[config.mk]
export PLATFORM = sky130hd
export DESIGN_NAME = lif_neuron_with_synaptic_delay
export DESIGN_NICKNAME = d
export VERILOG_FILES = /design/src/lifsd_pkg.sv /design/src/lif_neuron_with_synaptic_delay.sv /design/src/lifsd_ram.sv
export SDC_FILE = /design/constraint.sdc
export NUM_CORES = 2
export LEC_CHECK = 0
export ABC_CLOCK_PERIOD_IN_PS = 26400
export BUFFER_PORTS_ARGS = -buffer_cell sky130_fd_sc_hd__buf_2
export CAP_MARGIN = 20
export CORE_MARGIN = 2
export CORE_UTILIZATION = 40
export DETAILED_ROUTE_END_ITERATION = 10
export SLEW_MARGIN = 20
export SYNTH_ARGS = -nofsm -noshare
export SYNTH_HDL_FRONTEND = slang
export SYNTH_SLANG_ARGS = --single-unit
export TNS_END_PERCENT = 1
[constraint.sdc]
create_clock -name i_clk -period 26.4 [get_ports i_clk]
set_input_delay 1.32 -clock i_clk [delete_from_list [all_inputs] [get_ports i_clk]]
set_output_delay 1.32 -clock i_clk [all_outputs]
set_load 0.005 [all_outputs]
[src/lifsd_pkg.sv]
// Shared constants, codes and helpers for the delayed-synapse LIF neuron.
// No dependencies.
package lifsd_pkg;

    // Action codes of an input item
    localparam logic ACT_SPIKE = 1'b0;
    localparam logic ACT_TICK  = 1'b1;

    // Configuration register indexes
    localparam int CFG_IDX_W = 2;
    localparam logic [CFG_IDX_W-1:0] CFG_FIRE_THRESHOLD = 2'd0;
    localparam logic [CFG_IDX_W-1:0] CFG_LEAK_RATE      = 2'd1;
    localparam logic [CFG_IDX_W-1:0] CFG_SPIKE_STRENGTH = 2'd2;

    // Field widths
    localparam int POT_W    = 32;
    localparam int WEIGHT_W = 16;
    localparam int STREN_W  = 16;
    localparam int DELAY_W  = 4;
    localparam int DELAY_N  = 16;   // number of distinct delay codes

    // Leak is a fraction of 4096
    localparam int LEAK_W     = 13;
    localparam int LEAK_SHIFT = 12;
    localparam logic [LEAK_W-1:0] LEAK_ONE = 13'd4096;

    typedef logic signed [POT_W-1:0] t_pot;
    typedef logic signed [POT_W:0]   t_pot_wide;

    // Clamp a 33-bit signed sum into the signed 32-bit range
    function automatic t_pot sat32(input t_pot_wide v);
        t_pot r;
        if (v[POT_W] != v[POT_W-1]) begin
            r = v[POT_W] ? {1'b1, {(POT_W-1){1'b0}}} : {1'b0, {(POT_W-1){1'b1}}};
        end else begin
            r = v[POT_W-1:0];
        end
        return r;
    endfunction

endpackage

[src/lif_neuron_with_synaptic_delay.sv]
// Top level of the leaky integrate-and-fire neuron with a ring of delay slots.
// Depends on lifsd_pkg and lifsd_ram.
//
//  channel   direction  handshake                 payload
//  input     in         i_in_valid / o_in_stall   action, weight, strength, delay
//  result    out        o_out_valid / i_out_stall fired, output_value, potential_after
//  config    in         i_cfg_we                  i_cfg_index, i_cfg_data
//
// One item can be accepted every cycle unless the input stalls; a tick's result is
// loaded into the result register when the tick leaves stage 1 (the accept edge starts
// the slot read, then the tick waits in stage 1 until the result register is free).
// The delay ring sits in a RAM with one read and one write port; a one-entry
// bypass covers the slot written by the item just ahead.
// Reset clears per-slot valid bits at once, so there is no clearing pass.
// The input stalls only while a tick waits behind a stalled, full result register.
module lif_neuron_with_synaptic_delay
    import lifsd_pkg::*;
#(
    parameter int DELAY_SLOTS   = 16,
    parameter int FRACTION_BITS = 12
) (
    input  logic                       i_clk,
    input  logic                       i_rst_n,
    // input items
    input  logic                       i_in_valid,
    output logic                       o_in_stall,
    input  logic                       i_action,
    input  logic signed [WEIGHT_W-1:0] i_synapse_weight,
    input  logic [STREN_W-1:0]         i_sender_strength,
    input  logic [DELAY_W-1:0]         i_synapse_delay,
    // result items
    output logic                       o_out_valid,
    input  logic                       i_out_stall,
    output logic                       o_fired,
    output logic [STREN_W-1:0]         o_output_value,
    output logic signed [POT_W-1:0]    o_potential_after,
    // configuration writes
    input  logic                       i_cfg_we,
    input  logic [CFG_IDX_W-1:0]       i_cfg_index,
    input  logic [POT_W-1:0]           i_cfg_data
);

    localparam int SW = $clog2(DELAY_SLOTS);        // slot index width
    localparam int CW = POT_W + 1 - FRACTION_BITS;  // scaled contribution width
    localparam int PW = POT_W + 1;                  // weight * strength product width
    localparam int KW = POT_W + LEAK_W + 1;         // leak product width

    // Delay code reduced modulo the ring size, built at elaboration
    function automatic logic [DELAY_N*SW-1:0] delay_mod_table();
        logic [DELAY_N*SW-1:0] t;
        int                    v;
        t = '0;
        for (int i = 0; i < DELAY_N; i++) begin
            v = i;
            while (v >= DELAY_SLOTS) begin
                v = v - DELAY_SLOTS;
            end
            t[i*SW +: SW] = SW'(v);
        end
        return t;
    endfunction

    localparam logic [DELAY_N*SW-1:0] DELAY_MOD = delay_mod_table();
    localparam logic [SW:0]           SLOTS_EXT = (SW+1)'(DELAY_SLOTS);
    localparam logic [SW-1:0]         LAST_SLOT = SW'(DELAY_SLOTS - 1);

    // ------------------------------------------------------------------
    // Configuration registers
    // ------------------------------------------------------------------
    t_pot              r_thr;
    logic [LEAK_W-1:0] r_leak;
    logic [STREN_W-1:0] r_strength;

    always_ff @(posedge i_clk) begin
        if (!i_rst_n) begin
            r_thr      <= t_pot'(4096);
            r_leak     <= '0;
            r_strength <= STREN_W'(4096);
        end else if (i_cfg_we) begin
            unique case (i_cfg_index)
                CFG_FIRE_THRESHOLD: r_thr      <= i_cfg_data;
                CFG_LEAK_RATE:      r_leak     <= i_cfg_data[LEAK_W-1:0];
                CFG_SPIKE_STRENGTH: r_strength <= i_cfg_data[STREN_W-1:0];
                default:            ; // unused index: ignore
            endcase
        end
    end

    // ------------------------------------------------------------------
    // Stage 0: accept, scale the product, pick the slot, start the RAM read
    // ------------------------------------------------------------------
    logic              in_acc;
    logic              s1_adv;
    logic              out_free;
    logic [SW-1:0]     r_head;
    logic [SW-1:0]     n_head;
    logic [SW-1:0]     delay_mod;
    logic [SW:0]       idx_sum;
    logic [SW-1:0]     spike_idx;
    logic [SW-1:0]     rd_addr;
    logic signed [PW-1:0] weight_prod;
    logic signed [PW-1:0] weight_scaled;

    assign in_acc = i_in_valid && !o_in_stall;

    assign delay_mod = DELAY_MOD[i_synapse_delay*SW +: SW];
    assign idx_sum   = {1'b0, r_head} + {1'b0, delay_mod};
    assign spike_idx = (idx_sum >= SLOTS_EXT) ? SW'(idx_sum - SLOTS_EXT) : idx_sum[SW-1:0];
    assign rd_addr   = (i_action == ACT_TICK) ? r_head : spike_idx;
    assign n_head    = (r_head == LAST_SLOT) ? '0 : r_head + 1'b1;

    // Floor scaling: arithmetic shift rounds toward minus infinity
    assign weight_prod   = PW'(i_synapse_weight) * PW'($signed({1'b0, i_sender_strength}));
    assign weight_scaled = weight_prod >>> FRACTION_BITS;

    // ------------------------------------------------------------------
    // Stage 1 registers
    // ------------------------------------------------------------------
    logic                 r_s1_valid;
    logic                 r_s1_tick;
    logic [SW-1:0]        r_s1_addr;
    logic signed [CW-1:0] r_contrib;
    logic                 r_fwd;
    t_pot                 r_fwd_data;
    logic                 r_rd_valid;
    logic [DELAY_SLOTS-1:0] r_slot_valid;
    t_pot                 ram_rdata;
    t_pot                 slot_wdata;

    // Stage 1 always moves on unless a tick meets a full, stalled result register
    assign s1_adv     = r_s1_valid && (!r_s1_tick || out_free);
    assign o_in_stall = r_s1_valid && !s1_adv;

    always_ff @(posedge i_clk) begin
        if (!i_rst_n) begin
            r_s1_valid   <= 1'b0;
            r_head       <= '0;
            r_slot_valid <= '0;
        end else begin
            if (in_acc) begin
                r_s1_valid <= 1'b1;
            end else if (s1_adv) begin
                r_s1_valid <= 1'b0;
            end
            // advance the ring as soon as the tick is taken in
            if (in_acc && i_action == ACT_TICK) begin
                r_head <= n_head;
            end
            if (s1_adv) begin
                r_slot_valid[r_s1_addr] <= 1'b1;
            end
        end
    end

    // Payload of stage 1; capture the bypass from the write landing this edge
    always_ff @(posedge i_clk) begin
        if (in_acc) begin
            r_s1_tick  <= (i_action == ACT_TICK);
            r_s1_addr  <= rd_addr;
            r_contrib  <= CW'(weight_scaled);
            r_fwd      <= s1_adv && (r_s1_addr == rd_addr);
            r_fwd_data <= slot_wdata;
            r_rd_valid <= r_slot_valid[rd_addr];
        end
    end

    lifsd_ram #(
        .WIDTH (POT_W),
        .DEPTH (DELAY_SLOTS)
    ) u_slots (
        .i_clk   (i_clk),
        .i_we    (s1_adv),
        .i_waddr (r_s1_addr),
        .i_wdata (slot_wdata),
        .i_re    (in_acc),
        .i_raddr (rd_addr),
        .o_rdata (ram_rdata)
    );

    // ------------------------------------------------------------------
    // Stage 1 logic: slot update for arrivals, integrate/fire/leak for ticks
    // ------------------------------------------------------------------
    t_pot                  slot_cur;
    t_pot                  spike_sum;
    t_pot                  pot_sum;
    t_pot                  pot_kept;
    t_pot                  pot_leaked;
    logic                  fire;
    logic [LEAK_W-1:0]     leak_eff;
    logic [LEAK_W-1:0]     keep;
    logic signed [KW-1:0]  leak_prod;
    logic signed [KW-1:0]  leak_scaled;
    t_pot                  r_pot;

    // Slot never written since reset reads as zero
    assign slot_cur  = r_fwd ? r_fwd_data : (r_rd_valid ? ram_rdata : '0);
    assign spike_sum = sat32(t_pot_wide'(slot_cur) + t_pot_wide'(r_contrib));
    // Tick empties the slot it consumes
    assign slot_wdata = r_s1_tick ? '0 : spike_sum;

    assign pot_sum  = sat32(t_pot_wide'(r_pot) + t_pot_wide'(slot_cur));
    assign fire     = (pot_sum >= r_thr);
    assign pot_kept = fire ? '0 : pot_sum;

    // Leak above one acts as one
    assign leak_eff    = (r_leak > LEAK_ONE) ? LEAK_ONE : r_leak;
    assign keep        = LEAK_ONE - leak_eff;
    assign leak_prod   = KW'(pot_kept) * KW'($signed({1'b0, keep}));
    assign leak_scaled = leak_prod >>> LEAK_SHIFT;
    assign pot_leaked  = leak_scaled[POT_W-1:0];

    always_ff @(posedge i_clk) begin
        if (!i_rst_n) begin
            r_pot <= '0;
        end else if (s1_adv && r_s1_tick) begin
            r_pot <= pot_leaked;
        end
    end

    // ------------------------------------------------------------------
    // Result register
    // ------------------------------------------------------------------
    logic               r_out_valid;
    logic               r_fired;
    logic [STREN_W-1:0] r_out_value;
    t_pot               r_pot_after;

    assign out_free = !r_out_valid || !i_out_stall;

    always_ff @(posedge i_clk) begin
        if (!i_rst_n) begin
            r_out_valid <= 1'b0;
        end else if (s1_adv && r_s1_tick) begin
            r_out_valid <= 1'b1;
        end else if (!i_out_stall) begin
            r_out_valid <= 1'b0;
        end
    end

    always_ff @(posedge i_clk) begin
        if (s1_adv && r_s1_tick) begin
            r_fired     <= fire;
            r_out_value <= fire ? r_strength : '0;
            r_pot_after <= pot_leaked;
        end
    end

    assign o_out_valid       = r_out_valid;
    assign o_fired           = r_fired;
    assign o_output_value    = r_out_value;
    assign o_potential_after = r_pot_after;

endmodule

[src/lifsd_ram.sv]
// Generic single-write, single-read RAM with registered read data.
// No dependencies.
module lifsd_ram #(
    parameter int WIDTH = 32,
    parameter int DEPTH = 16
) (
    input  logic                     i_clk,
    input  logic                     i_we,
    input  logic [$clog2(DEPTH)-1:0] i_waddr,
    input  logic [WIDTH-1:0]         i_wdata,
    input  logic                     i_re,
    input  logic [$clog2(DEPTH)-1:0] i_raddr,
    output logic [WIDTH-1:0]         o_rdata
);

    logic [WIDTH-1:0] r_mem [DEPTH];
    logic [WIDTH-1:0] r_rdata;

    always_ff @(posedge i_clk) begin
        if (i_we) begin
            r_mem[i_waddr] <= i_wdata;
        end
        if (i_re) begin
            r_rdata <= r_mem[i_raddr];
        end
    end

    assign o_rdata = r_rdata;

endmodule

==> impl_metrics.toml <==
[status]
status = "finished clean"

[clock_tree]
cts.path.max_buffers = 3
cts_resized = 0
cts_buffers = 82
clk_pin_slew_worst_paths_ns = 0.06
post_cts_buffers = 0
htree_num_levels = 3
cts.sinks = 768
clk_latency_ns = 0.68
cts-root-buf = "clkbuf_16"
hold_buffers = 0
cts_tree = "built"

[global_route]
antenna_found_initial = 5
grtUsageTotal_pct = 22.1
grt_start_max_net_pins = 135
grt_pass1_wl_mm = 241
first_global_vias = 40200
gr-total-overflow = 0

[detailed_routing]
firstDrtPassIters = 5
vias = 39900
wire_per_inst_um = 21.0
drt_iter0_drc = 3290
wl_mm = 157
antenna_left = 0
drcViolationCount = 0
viasPerCell = 5.34

[placed_design]
gp_congestion = 0.931
hpwlAfterDp_mm = 109
portBuffers = 126

[timing]
rsz0062_at_grt = "false"
max_freq_ghz = 0.0700
setup_violations = 0
min_period_ns = 14.29
min_period_over_period_pct = 54.1
setup_tns_ns = 0
worst_pin_slew_ns = 1.21
slew_headroom_pct = 19.3
slew_violations = 0
skew_ns = 0.0578
hold_viol_final = 0

[logic_synthesis]
yosysMostFrequentCell = "nand2_1"
yosys_warnings = 0
synthesis.area_um2 = 55900
synth-simple-area-share_pct = 15.8
ys_ff_latch = 768
yosys-top-cells-count = "1093 x nand2_1, 710 x inv_1, 653 x edfxtp_1"
ys_types = 80
synth_xor_area_share_pct = 2.08
yosysSeqAreaShare_pct = 39.2
synth_top_family_by_area = "adder cells"
synth_top_area_share_pct = 35.1
synth_fp_nets = 6481
yosys-mux-area-fraction_pct = 0.143
synth_edf_count = 653
synth_area_per_cell_um2 = 10.1
synth_area_leader_cell = "edfxtp_1"
synthAdderAreaFrac_pct = 27.4
synth_compound_area_share_pct = 8.83
synth_area_leaders = "edfxtp_1 35%, fa_1 20%, nand2_1 7.3%"
ys.flop_type = "edfxtp_1"
syn_inst = 5523
ys_async_sr_fraction_pct = 0

[critical_path]
crit_type = "flop to flop"
r2r-end = "o_potential_after[31]$_DFFE_PP_"
crit_path_start = "r_fwd$_DFFE_PP_"
start_kind = "flop"
cp_common_cell = "fa_1"
path_depth = 47
rrSetupSlack_ns = 12.11
slowest_stage = "nor2_1"
critPathCapture = "o_potential_after[31]$_DFFE_PP_"
cp-end-kind = "flop"
slowest_delay_ns = 0.85
r2r_start = "r_fwd$_DFFE_PP_"
crit_required_ns = 26.81
crit_fanout = 34
cp_num_buf_inv = 6
worstPathArrival_ns = 14.70
reg2reg_depth = 47
cpLargestDelayFamily = "adder cells"

[cells_and_area]
fill_cells = 13400
area_growth_pct = 9.56
fin_util_pct = 44.0
seq_area_um2 = 21900
nets = 6481
drive_gt1_share_pct = 6.37
multi_input_area_um2 = 30600

[floorplanning]
ios = 127
die_width_um = 378
rows = 137
core_um2 = 139000
die_area_um2 = 143000
fp.dieH_um = 378
initial_core_util_pct = 40.2

[min_path]
hold_class = "flop to flop"

[run]
maxCapViolCount = 0
per-stage QoR:
stage               cells  instance area, µm²  hold slack [ns]  worst slack [ns]
floorplan            5523               55900            0.432             14.26
global placement     7314               58600            0.438             12.59
detailed placement   7314               58600            0.445             12.31
CTS                  7463               61200            0.453             12.26
global route         7465               61300            0.464             11.14
finish               7466               61300            0.449             12.11
sequential cells by signal, summed over array words and instances (netlist names):
register / cells
r_contrib: 21
r_slot_valid: 16
r_strength: 16
o_potential_after: 32
r_leak: 13
r_s1_tick: 1
r_s1_addr: 4
r_rd_valid: 1
o_fired: 1
r_fwd_data: 32
r_pot: 32
r_thr: 32
o_output_value: 16
r_fwd: 1
u_slots.o_rdata: 32
r_s1_valid: 1
r_head: 4
u_slots.r_mem: 512
o_out_valid: 1
kinds of logic after synthesis:
kind of cell             after synthesis
AO/OA/AOI/OAI                        722
XOR/XNOR                             132
adder cells (fa/ha/maj)              887
buffers and inverters                978
flip-flops                           768
multiplexers                           8
AND/OR/NAND/NOR                     2028
worst register-to-register path: cells and delay by family, from the launching register on:
| family | cells | cell delay, ns |
|---|---|---|
| xor gates and xnor gates | 2 | 0.33 |
| and+or+nand+nor | 9 | 2.74 |
| DFF | 1 | 0.33 |
| AOI/OAI and AO/OA | 19 | 3.88 |
| adders and majority gates | 11 | 5.17 |
| buffers and inverters | 6 | 1.57 |
layer usage:
layer	global-route usage [%]	share of wire, %
met5	0	0.013
met4	7.27	3.2
met3	3.28	5.9
met2	37.0	48
met1	29.3	42
placed cells by master (no fill, tap or decap), types with 83 or more instances in the layout:
cell type,netlist,routed
nand3_1,181,181
a21oi_1,217,216
ha_1,319,319
and3_1,91,90
and2_1,144,143
inv_1,710,707
dfxtp_1,115,115
fa_1,563,563
xnor2_1,90,87
clkbuf_16,0,83
a311oi_1,99,99
nand2_1,1093,1092
buf_2,1,126
nor2_1,355,343
edfxtp_1,653,653
worst min path at each step:
| stage | end | cells after the start | from |
|---|---|---|---|
| global placement | r_strength[10]$_SDFFE_PN0P_ | 2 | r_strength[10]$_SDFFE_PN0P_ |
| CTS | r_strength[14]$_SDFFE_PN0P_ | 2 | r_strength[14]$_SDFFE_PN0P_ |
| detailed placement | r_strength[14]$_SDFFE_PN0P_ | 2 | r_strength[14]$_SDFFE_PN0P_ |
| finish | r_strength[10]$_SDFFE_PN0P_ | 2 | r_strength[10]$_SDFFE_PN0P_ |
| floorplan | r_strength[0]$_SDFFE_PN0P_ | 2 | r_strength[0]$_SDFFE_PN0P_ |
| global route | r_strength[15]$_SDFFE_PN0P_ | 2 | r_strength[15]$_SDFFE_PN0P_ |
final cells by class:
type,instances,share of cell area (%)
antenna,2,0.00817
clock buffer,102,3.54
clock inverter,47,0.839
inverter,714,4.39
multi-input combinational,3777,49.9
sequential,768,35.8
tap,1876,3.83
timing repair buffer,180,1.76
Power is not shown: default switching activity piles up to over one toggle a cycle in this logic, so the estimate is an artifact.
